[src/rtl/box_downsample_rgba_assert.svh]
// assertion macros used by bdr_back
// each expects i_clk and i_rst_n in scope
`ifndef BOX_DOWNSAMPLE_RGBA_ASSERT_SVH
`define BOX_DOWNSAMPLE_RGBA_ASSERT_SVH

// same-cycle implication
`define BDR_ASSERT_IMP(lbl, ante, cons, msg) \
    lbl: assert property (@(posedge i_clk) disable iff (!i_rst_n) (ante) |-> (cons)) \
        else $error(msg);

// next-cycle implication
`define BDR_ASSERT_NXT(lbl, ante, cons, msg) \
    lbl: assert property (@(posedge i_clk) disable iff (!i_rst_n) (ante) |=> (cons)) \
        else $error(msg);

`endif

[src/rtl/bdr_fifo.sv]
module bdr_fifo #(
    parameter int WIDTH = 64,
    parameter int DEPTH = 4
) (
    input  logic             i_clk,
    input  logic             i_rst_n,
    input  logic             i_push,
    input  logic [WIDTH-1:0] i_data,
    output logic             o_full,
    input  logic             i_pop,
    output logic [WIDTH-1:0] o_data,
    output logic             o_empty
);
    localparam int PW = $clog2(DEPTH);

    logic [WIDTH-1:0] r_mem [DEPTH];
    logic [PW:0]      r_wr_ptr, r_rd_ptr;

    assign o_empty = (r_wr_ptr == r_rd_ptr);
    assign o_full  = (r_wr_ptr[PW-1:0] == r_rd_ptr[PW-1:0]) && (r_wr_ptr[PW] != r_rd_ptr[PW]);
    assign o_data  = r_mem[r_rd_ptr[PW-1:0]];

    always_ff @(posedge i_clk) begin
        if (!i_rst_n) begin
            r_wr_ptr <= '0;
            r_rd_ptr <= '0;
        end else begin
            if (i_push)
                r_wr_ptr <= r_wr_ptr + (PW+1)'(1);
            if (i_pop)
                r_rd_ptr <= r_rd_ptr + (PW+1)'(1);
        end
    end

    always_ff @(posedge i_clk) begin
        if (i_push)
            r_mem[r_wr_ptr[PW-1:0]] <= i_data;
    end

endmodule

[config.mk]
export PLATFORM = sky130hd
export DESIGN_NAME = bdr_fifo
export DESIGN_NICKNAME = d
export VERILOG_FILES = /design/src/rtl/box_downsample_rgba_assert.svh /design/src/rtl/bdr_fifo.sv
export SDC_FILE = /design/constraint.sdc
export NUM_CORES = 1
export LEC_CHECK = 0
export ABC_CLOCK_PERIOD_IN_PS = 3500
export BUFFER_PORTS_ARGS = -buffer_cell sky130_fd_sc_hd__buf_2
export CAP_MARGIN = 20
export CELL_PAD_IN_SITES_DETAIL_PLACEMENT = 1
export CELL_PAD_IN_SITES_GLOBAL_PLACEMENT = 1
export CORE_MARGIN = 4
export CORE_UTILIZATION = 52
export CTS_BUF_LIST = sky130_fd_sc_hd__clkbuf_2 sky130_fd_sc_hd__clkbuf_4 sky130_fd_sc_hd__clkbuf_8
export CTS_CLUSTER_DIAMETER = 60
export DETAILED_ROUTE_END_ITERATION = 8
export PLACE_DENSITY = 0.78
export SLEW_MARGIN = 20
export SYNTH_ARGS = -nofsm -noshare
export SYNTH_HDL_FRONTEND = slang
export SYNTH_SLANG_ARGS = --single-unit
[constraint.sdc]
create_clock -name i_clk -period 3.5 [get_ports i_clk]
set_input_delay 0.525 -clock i_clk [delete_from_list [all_inputs] [get_ports i_clk]]
set_output_delay 0.525 -clock i_clk [all_outputs]
set_load 0.005 [all_outputs]
==> flow_summary.yaml <==
timing:
  rsz0062_at_grt: "no"
  maxSlewViolCount: 0
  fmaxAchievable_mhz: 374
  setup_tns_ns: 0
  worstMarginPinSlew_ns: 1.00
  period_minus_slack_ns: 2.67
  setup-violations-final: 0
  maxSlewHeadroom_pct: 33.0
  fin_crit_sh_pct: 76.4
  hold_viol_final: 0
  final.setup_skew_ns: 0.0212
detailed_routing:
  num_vias: 4392
  ant_nets: 0
  initialDrtViolationCount: 281
  first_pass_iters: 4
  detail_route.wl_per_cell_um: 23.2
  drt_wl_total_um: 18500
  via_per_inst: 5.50
  drc: 0
synthesis:
  yosysSeqAreaShare_pct: 80.8
  synth_fp_nets: 448
  synth_edf_count: 256
  synth_most_common_cell: "edfxtp_1"
  yosys_warnings: 0
  synth_area_leader_cell: "edfxtp_1"
  synthArstFlopShare_pct: 0
  ys_ff_latch: 264
  avgSynthCellArea_sq_um: 25.9
  synth_area_leaders: "edfxtp_1 79%, mux4_2 14%, dfxtp_1 1.6%, buf_12 1.2%, mux4_1 1.1%"
  syn-cell-area_sq_mm: 0.00971
  yosys.area.top_type_share_pct: 79.1
  synth_cell_type_count: 21
  syn_inst: 375
  netlist_top_cells_count: "256 x edfxtp_1, 60 x mux4_2, 8 x dfxtp_1, 6 x buf_12, 6 x buf_2"
  ys.flop_type: "edfxtp_1"
clocking:
  cts_tree: "built"
  clock_path_buffers: 3
  path_clk_slew_ns: 0.06
  clk_latency_ns: 0.52
  postCtsSetupBuffers: 0
  clock_sinks: 264
  postCtsResizedCells: 0
  cts_made_buffers: 43
  cts_hold_buf: 0
  clockRootBuffer: "clkbuf_8"
  h-tree-depth: 2
grt:
  grt_max_degree: 65
  antenna_found_initial: 2
  grt_usage_pct: 18.5
  grt_first_pass_wirelength_um: 28600
  grt_pass1_vias: 5100
  grt-ovfl-total: 0
floorplan:
  die_area_sq_mm: 0.0209
  die_x_um: 145
  core_area_sq_mm: 0.0181
  ios: 134
  fp.dieH_um: 145
  fp-row-count: 49
  start_util_pct: 53.5
critical_path:
  crit_required_ns: 2.97
  regToRegEndpoint: "r_mem[3][3]$_DFFE_PP_"
  r2r_cells: 2
  ff2ff_setup_slack_ns: 1.55
  cp.arrival_ns: 2.15
  critPathLaunchType: "flip-flop"
  r2r_start: "r_wr_ptr[0]$_SDFFE_PN0P_"
  end_kind: "output pin"
  crit_fanout: 59
  path_class: "flip-flop to output pin"
min_path:
  worstHoldPathType: "primary input to flip-flop"
  min_to: "r_mem[2][62]$_DFFE_PP_"
  min_path_cells: 1
  worstHoldStart: "i_data[62]"
final_layout:
  drive_gt1_share_pct: 47.0
  syn_to_final_growth_pct: 16.7
  fin_area_sq_mm: 0.0113
  nNetsFinal: 612
pwr:
  p_leak_nw: 3.87
  power_density_mw_per_mm2: 594
  vdd_drop_max_v: 0.000324
place:
  port_buffers: 133
  place.gp.congestion: 0.686
  placed_area_sq_mm: 0.0105
  dp_hpwl_um: 11100
flow_run:
  max_cap_viol_count: 0
outcome:
  status: "finished clean"
report_power, final:
group          internal [W]  switching (W)  total, W
combinational      0.000289       0.000280  0.000570
sequential          0.00363      0.0000689   0.00370
clock               0.00138        0.00108   0.00246
total               0.00530        0.00143   0.00673
critical path, stage by stage (launching register included):
cell     delay [ns]
dfxtp_4        0.41
buf_12         0.42
mux4_2         0.61
buf_2          0.15
through the flow:
step                setup WS, ns  cells  hold slack [ns]  util [%]  power, W
detailed placement          1.31    723            0.572      58.0   0.00436
global route               0.648    798            0.181      62.5   0.00706
CTS                        0.729    797            0.181      62.5   0.00684
finish                     0.827    798            0.220      62.5   0.00673
global placement            1.31    723            0.544      58.0   0.00432
floorplan                  0.763    375            0.530         -   0.00409
registers in the layout, indices dropped and copies added (netlist names), named ones only:
name and count:
r_rd_ptr 3, r_wr_ptr 3, r_mem 256
layout by cell type, fill, tap and decap left out:
master,Yosys,layout
clkbuf_4,0,19
nor3_1,1,1
nor2_1,5,5
clkinv_2,0,1
clkbuf_8,0,45
inv_1,3,3
and2_4,0,4
ha_1,5,5
mux4_1,4,4
xnor2_1,3,3
edfxtp_1,256,256
dfxtp_1,8,6
a21bo_2,2,2
a21oi_1,2,2
clkinv_1,0,9
buf_2,6,133
mux4_2,60,60
nor3b_1,1,1
buf_12,6,1
dfxtp_4,0,2
nand3b_1,2,2
diode_2,0,1
xor2_1,2,2
mux2i_1,2,2
layout make-up:
type	count	area [sq um]
clock buffers	64	762
fillers	1531	6810
flip-flops and latches	264	7860
clock inverters	10	38.8
diodes	1	2.50
inverters	3	11.3
multi-input cells	93	1690
well taps	229	287
repair buffers	134	686
how the worst max path moves through the flow:
stage | startpoint | endpoint | slack [ns] | cells after the start
after CTS | flip-flop | o_data[59] | 0.73 | 3
final | flip-flop | o_data[54] | 0.83 | 3
after global routing | flip-flop | o_data[54] | 0.65 | 3
after global placement | flip-flop | o_data[54] | 1.31 | 3
after detailed placement | flip-flop | o_data[59] | 1.31 | 3
after floorplan | i_push | r_mem[3][0]$_DFFE_PP_ | 0.76 | 2
cells by family (layout without fill, tap and decap cells):
kind of cell | count (synthesis) | in the layout | share of synthesized area (%)
buffers and inverters | 18 | 211 | 1.87
xor gates and xnor gates | 5 | 5 | 0.451
DFF | 264 | 264 | 80.8
adders and majority gates | 5 | 5 | 0.644
and+or+nand+nor | 13 | 13 | 0.734
AOI/OAI and AO/OA | 4 | 4 | 0.309
muxes | 66 | 66 | 15.2
other | 0 | 1 | 0
layer usage:
metal	share of wire [%]	GRT usage, %
met5	0.070	0
met4	1.6	5.99
met3	5.6	5.09
met2	54	32.8
met1	38	22.2
Note: power is estimated with default switching activity, not from simulation.
