`config.mk`:
```
export PLATFORM = sky130hd
export DESIGN_NAME = bdr_front
export DESIGN_NICKNAME = d
export VERILOG_FILES = /design/src/rtl/box_downsample_rgba_assert.svh /design/src/rtl/bdr_pkg.sv /design/src/rtl/bdr_front.sv
export SDC_FILE = /design/constraint.sdc
export NUM_CORES = 1
export LEC_CHECK = 0
export BUFFER_PORTS_ARGS = -buffer_cell sky130_fd_sc_hd__clkbuf_2
export CORE_ASPECT_RATIO = 1.2
export CORE_MARGIN = 1
export CORE_UTILIZATION = 55
export CTS_CLUSTER_DIAMETER = 80
export DETAILED_ROUTE_END_ITERATION = 7
export PLACE_DENSITY = 0.83
export SETUP_SLACK_MARGIN = 0.05
export SYNTH_ARGS = -nofsm -noshare
export SYNTH_HDL_FRONTEND = slang
export SYNTH_SLANG_ARGS = --single-unit
```
`constraint.sdc`:
```
create_clock -name i_clk -period 7.26 [get_ports i_clk]
set_input_delay 0.363 -clock i_clk [delete_from_list [all_inputs] [get_ports i_clk]]
set_output_delay 0.363 -clock i_clk [all_outputs]
set_load 0.01 [all_outputs]
```
`src/rtl/box_downsample_rgba_assert.svh`:
```
// assertion macros used by bdr_back
// each expects i_clk and i_rst_n in scope
`ifndef BOX_DOWNSAMPLE_RGBA_ASSERT_SVH
`define BOX_DOWNSAMPLE_RGBA_ASSERT_SVH

// same-cycle implication
`define BDR_ASSERT_IMP(lbl, ante, cons, msg) \
    lbl: assert property (@(posedge i_clk) disable iff (!i_rst_n) (ante) |-> (cons)) \
        else $error(msg);

// next-cycle implication
`define BDR_ASSERT_NXT(lbl, ante, cons, msg) \
    lbl: assert property (@(posedge i_clk) disable iff (!i_rst_n) (ante) |=> (cons)) \
        else $error(msg);

`endif

```
`src/rtl/bdr_pkg.sv`:
```
package bdr_pkg;

    // fixed field widths
    localparam int PIX_W       = 8;
    localparam int PIX_MAX     = 255;
    localparam int NUM_CH      = 4;
    localparam int DCOL_W      = 12;
    localparam int SRC_DIM_W   = 13;
    localparam int FACTOR_CFG_W = 5;
    localparam int CFG_DATA_W  = 13;
    localparam int CFG_ADDR_W  = 2;
    localparam int QUEUE_DEPTH = 4;

    // channel slots
    localparam int CH_ALPHA = 0;
    localparam int CH_RED   = 1;
    localparam int CH_GREEN = 2;
    localparam int CH_BLUE  = 3;

    // register indexes
    localparam logic [CFG_ADDR_W-1:0] CFG_IDX_WIDTH  = 2'd0;
    localparam logic [CFG_ADDR_W-1:0] CFG_IDX_HEIGHT = 2'd1;
    localparam logic [CFG_ADDR_W-1:0] CFG_IDX_FACTOR = 2'd2;

    // register reset values
    localparam logic [SRC_DIM_W-1:0]    RST_SRC_WIDTH  = 13'd256;
    localparam logic [SRC_DIM_W-1:0]    RST_SRC_HEIGHT = 13'd256;
    localparam logic [FACTOR_CFG_W-1:0] RST_FACTOR     = 5'd1;

    // per-segment flags handed from front to back
    typedef struct packed {
        logic first_row;
        logic last_row;
        logic in_store;
        logic row_end;
        logic frame_end;
    } t_seg_flags;

    localparam int SEG_FLAGS_W = $bits(t_seg_flags);

    typedef enum logic [1:0] {
        G_LOAD,
        G_DIV,
        G_FIN,
        G_IDLE
    } t_geo_state;

    typedef enum logic [1:0] {
        B_IDLE,
        B_ADD,
        B_DIV,
        B_PUSH
    } t_back_state;

endpackage

```
`src/rtl/bdr_front.sv`:
```
module bdr_front #(
    parameter int MAX_SRC_WIDTH  = 4096,
    parameter int MAX_SRC_HEIGHT = 4096,
    parameter int MAX_FACTOR     = 16,
    localparam int WW   = $clog2(MAX_SRC_WIDTH + 1),
    localparam int HW   = $clog2(MAX_SRC_HEIGHT + 1),
    localparam int FW   = $clog2(MAX_FACTOR + 1),
    localparam int RS_W = $clog2(MAX_FACTOR * bdr_pkg::PIX_MAX + 1)
) (
    input  logic                                           i_clk,
    input  logic                                           i_rst_n,
    input  logic                                           i_valid,
    output logic                                           o_ready,
    input  logic                                           i_frame_start,
    input  logic [bdr_pkg::PIX_W-1:0]                      i_in_alpha,
    input  logic [bdr_pkg::PIX_W-1:0]                      i_in_red,
    input  logic [bdr_pkg::PIX_W-1:0]                      i_in_green,
    input  logic [bdr_pkg::PIX_W-1:0]                      i_in_blue,
    input  logic                                           i_geom_ready,
    input  logic [WW-1:0]                                  i_w,
    input  logic [HW-1:0]                                  i_h,
    input  logic [FW-1:0]                                  i_bx,
    input  logic [FW-1:0]                                  i_by,
    input  logic [WW-1:0]                                  i_dw_m1,
    input  logic [WW-1:0]                                  i_col_lim,
    input  logic [HW-1:0]                                  i_row_lim,
    input  logic [HW-1:0]                                  i_row_last,
    input  logic                                           i_q_full,
    output logic                                           o_push,
    output bdr_pkg::t_seg_flags                            o_flags,
    output logic [bdr_pkg::DCOL_W-1:0]                     o_dcol,
    output logic [bdr_pkg::NUM_CH-1:0][RS_W-1:0]           o_sum
);
    import bdr_pkg::*;

    localparam int CW = $clog2(MAX_FACTOR);

    logic [WW-1:0]                 r_src_col, n_src_col, base_col, col_inc;
    logic [HW-1:0]                 r_src_row, n_src_row, base_row, row_inc;
    logic [CW-1:0]                 r_cib, n_cib, base_cib;
    logic [CW-1:0]                 r_rib, n_rib, base_rib;
    logic [DCOL_W-1:0]             r_dcol, n_dcol, base_dcol;
    logic [NUM_CH-1:0][RS_W-1:0]   r_sum, n_sum, base_sum, rs_new;
    logic [NUM_CH-1:0][PIX_W-1:0]  px;
    logic                          accept, in_reg, seg_end;

    assign o_ready = i_geom_ready && !i_q_full;
    assign accept  = i_valid && o_ready;

    always_comb begin
        px[CH_ALPHA] = i_in_alpha;
        px[CH_RED]   = i_in_red;
        px[CH_GREEN] = i_in_green;
        px[CH_BLUE]  = i_in_blue;

        // frame start clears position before the pixel is taken
        base_col  = i_frame_start ? '0 : r_src_col;
        base_row  = i_frame_start ? '0 : r_src_row;
        base_cib  = i_frame_start ? '0 : r_cib;
        base_rib  = i_frame_start ? '0 : r_rib;
        base_dcol = i_frame_start ? '0 : r_dcol;
        base_sum  = i_frame_start ? '0 : r_sum;

        in_reg  = (base_col < i_col_lim) && (base_row < i_row_lim);
        seg_end = FW'(base_cib) >= (i_bx - FW'(1));

        for (int c = 0; c < NUM_CH; c++)
            rs_new[c] = (base_cib == '0 ? '0 : base_sum[c]) + RS_W'(px[c]);
        n_sum = in_reg ? rs_new : base_sum;

        o_flags.first_row = (base_rib == '0);
        o_flags.last_row  = FW'(base_rib) >= (i_by - FW'(1));
        o_flags.in_store  = 32'(base_dcol) < MAX_SRC_WIDTH;
        o_flags.row_end   = 32'(base_dcol) >= 32'(i_dw_m1);
        o_flags.frame_end = o_flags.row_end && (base_row >= i_row_last);
        o_dcol            = base_dcol;
        o_sum             = rs_new;
        o_push            = accept && in_reg && seg_end;

        // position advance
        col_inc = base_col + WW'(1);
        row_inc = base_row + HW'(1);
        if (seg_end) begin
            n_cib  = '0;
            n_dcol = base_dcol + DCOL_W'(1);
        end else begin
            n_cib  = base_cib + CW'(1);
            n_dcol = base_dcol;
        end
        n_src_col = col_inc;
        n_src_row = base_row;
        n_rib     = base_rib;
        if (col_inc >= i_w) begin
            n_src_col = '0;
            n_cib     = '0;
            n_dcol    = '0;
            n_src_row = row_inc;
            n_rib     = (FW'(base_rib) >= (i_by - FW'(1))) ? '0 : base_rib + CW'(1);
            if (row_inc >= i_h) begin
                n_src_row = '0;
                n_rib     = '0;
            end
        end
    end

    always_ff @(posedge i_clk) begin
        if (!i_rst_n) begin
            r_src_col <= '0;
            r_src_row <= '0;
            r_cib     <= '0;
            r_rib     <= '0;
            r_dcol    <= '0;
            r_sum     <= '0;
        end else if (accept) begin
            r_src_col <= n_src_col;
            r_src_row <= n_src_row;
            r_cib     <= n_cib;
            r_rib     <= n_rib;
            r_dcol    <= n_dcol;
            r_sum     <= n_sum;
        end
    end

endmodule

```
==> out/qor.txt <==
top area cells in the synthesized netlist - sky130_fd_sc_hd__dfxtp_1, sky130_fd_sc_hd__ha_1, sky130_fd_sc_hd__inv_1
Max IR drop VDD - 0.0000997 V
number of enable flip-flop cells after synthesis - 0
register bit count reported by yosys - 94
cell with the biggest individual delay on the critical path - sky130_fd_sc_hd__or3b_2
top flip-flop cell by instance count after synthesis - sky130_fd_sc_hd__dfxtp_1
R2R depth - 14
cell type group with the largest total delay on the critical path - simple AND/OR/NAND/NOR gates
number of buffers created by CTS - 9
critical path data required time - 6.90 ns
critical-path cell list - clkbuf_2, nor2b_1, inv_1, ha_1, or3b_2, and3_1, ha_1, a211oi_1, o21bai_1, a311o_1, a21oi_1, nor2_1, xnor2_1, nor2_1, clkbuf_2
post-detailed-route count of antenna-violating nets - 0
length of the first detailed-routing pass in iterations - 5
count of buffering cells on the critical path with inverters included - 3
proportion of synthesized flip-flops having asynchronous set or reset - 0%
clock tree from TritonCTS - done
met2 Resource Use GR - 48.3%
Worst Path Arrival - 4.56 ns
first-iteration detailed-routing DRC count - 386
number of logic stages on the critical path including buffering - 15
number of remaining DRC errors - 0
Max clock buf depth - 2
Hold-fix buffers, CTS - 0
antenna violations before repair - 0
Synth top area share - 22.3%
Relative slew margins - 29.6%
pin count of the biggest net entering global routing - 61
Peak Freq - 203 MHz
Setup Crit Path Kind - in2out
number of max-slew violations in the final report - 0
measured slew at the worst slew-check pin - 1.05 ns
Setup Slack @ Placement - 2.08 ns
Mapped Avg Cell Area - 7.95 um2
detailed placement HPWL - 15.8 mm
total power - 1.18 mW
cell area power density - 121 nW/um2
setup slack of the critical path after layout - 2.34 ns
Commonest cells post-synth - sky130_fd_sc_hd__ha_1, sky130_fd_sc_hd__inv_1, sky130_fd_sc_hd__dfxtp_1, sky130_fd_sc_hd__a21oi_1, sky130_fd_sc_hd__nand2_1
die outline area - 15900 um2
Placement Rows - 49
number of levels in the clock H-tree - 3
die width - 115 um
Worst setup SP type - primary input
fraction of final layout cells sized beyond drive strength 1 - 19.4%
overall via count from detail_route - 8216
number of buffers inserted to repair setup after CTS - 0
Top Ports - 193
cell with the most instances after synthesis - sky130_fd_sc_hd__ha_1
Static Leak - 4.82 nW
Vias/cell - 5.73
critical path capture point type - output port
total count of hold-check failures in the final report - 0
Starting Density - 56.2%
post-layout util - 65.0%
largest area contributor in the synthesized netlist - sky130_fd_sc_hd__dfxtp_1
met1 Use GR - 31.0%
sequential fraction of the synthesis area - 22.3%
post-route minimum period - 4.92 ns
Detailed Route WL - 20.9 mm
clock latency on the worst-skew pair - 0.35 ns
number of cells on the worst hold path - 3
clock slew at reported path FFs - 0.06 ns
most used routing layer in global routing - met2
instance count of the mapped netlist - 1062
Syn Nets - 1314
number of gates resized after cts - 0
max capacitance violation total - 0
Period Utilization, post-route - 67.8%
synthesis warning total - 0
setup repair after global routing missed its margin - false
CP max stage delay - 0.75 ns
number of global-route vias before repair - 7690
result of the run - complete, no violations
largest fanout on the critical path - 46
relative area change from synthesis to final layout - 15.7%
type of the most critical hold path - in2reg
Sinks on Clock Net - 94
Die Y - 138 um
clock root buffer master - sky130_fd_sc_hd__clkbuf_16
count of port buffers added during placement - 191
Routability Congestion - 0.904
area of the mapped netlist - 8440 um2
summed negative setup slack over all endpoints - 0 ns
nets@finish - 1476
routed wirelength normalized by instance count - 14.6 um
post-route clock skew - 0.00874 ns
global-route usage over all layers - 26.7%
first-pass GRT wire length - 34.5 mm
count of antenna diodes in the layout - 0
global routing met3 resource utilization - 6.25%
core area - 15000 um2
final-report setup violation count - 0
residual overflow from global routing - 0
post-synthesis cell type count - 74
[power by group]
part / switching (mW) / total [mW] / internal (mW)
Sequential: 0.00326 / 0.525 / 0.522
Clock: 0.210 / 0.477 / 0.267
Combinational: 0.104 / 0.180 / 0.0761
Total: 0.317 / 1.18 / 0.865
[path summary, 6_finish.rpt]
path	start	end	slack, ns
setup / recovery	i_frame_start	o_sum[47]	2.34
hold / removal	i_in_green[0]	r_sum[24]$_SDFFE_PN0P_	0.38
hold reg to reg	r_src_col[12]$_SDFFE_PN0P_	r_src_col[12]$_SDFFE_PN0P_	0.45
setup reg to reg	r_src_row[0]$_SDFFE_PN0P_	r_rib[2]$_SDFFE_PN0P_	2.77
[stage by stage]
stage	area, um2	hold slack [ns]	cells
global placement	9480	0.436	1417
CTS	9770	0.369	1433
detailed placement	9480	0.440	1417
floorplan	8440	0.427	1062
global route	9770	0.370	1433
finish	9770	0.380	1433
[worst min-delay path, cell delays in order]
cell and delay (ns):
sky130_fd_sc_hd__clkbuf_2 0.08, sky130_fd_sc_hd__ha_1 0.13, sky130_fd_sc_hd__a22o_1 0.12
[logic make-up after synthesis]
group	Yosys count	synth area share, %
and+or+nand+nor	364	23.0
AOI/OAI and AO/OA	257	21.1
buffers and inverters	150	7.32
other	1	0.0444
adders and majority gates	127	19.1
DFF	94	22.3
xor gates and xnor gates	69	7.16
[area by class of cell]
type / count / area (um2)
multi-input combinational: 818 / 5950
sequential: 94 / 1880
clock inverter: 6 / 61.3
tap: 204 / 255
inverter: 103 / 387
timing repair buffer: 198 / 1010
fill: 1342 / 5250
clock buffer: 10 / 229
[flip-flops by register name (all words and copies together) (netlist names)]
name,count
r_cib,4
r_dcol,12
r_rib,4
r_src_col,13
r_src_row,13
r_sum,48
[layout by cell type (no fill, tap or decap), types with 22 or more instances in the layout]
cell                         n
sky130_fd_sc_hd__a21oi_1    74
sky130_fd_sc_hd__a22o_1     37
sky130_fd_sc_hd__a31oi_1    22
sky130_fd_sc_hd__and3_1     35
sky130_fd_sc_hd__clkbuf_2  191
sky130_fd_sc_hd__dfxtp_1    94
sky130_fd_sc_hd__ha_1      122
sky130_fd_sc_hd__inv_1     102
sky130_fd_sc_hd__nand2_1    70
sky130_fd_sc_hd__nand3_1    50
sky130_fd_sc_hd__nor2_1     67
sky130_fd_sc_hd__nor2b_1    41
sky130_fd_sc_hd__o21ai_0    34
sky130_fd_sc_hd__xnor2_1    38
sky130_fd_sc_hd__xor2_1     31
[routing by layer]
layer	share of wire [%]	routed length (um)
met1	42	8780
met3	7.0	1460
met5	0	0
met2	49	10300
met4	1.8	372
No activity file was read; power rests on OpenSTA's default activity.
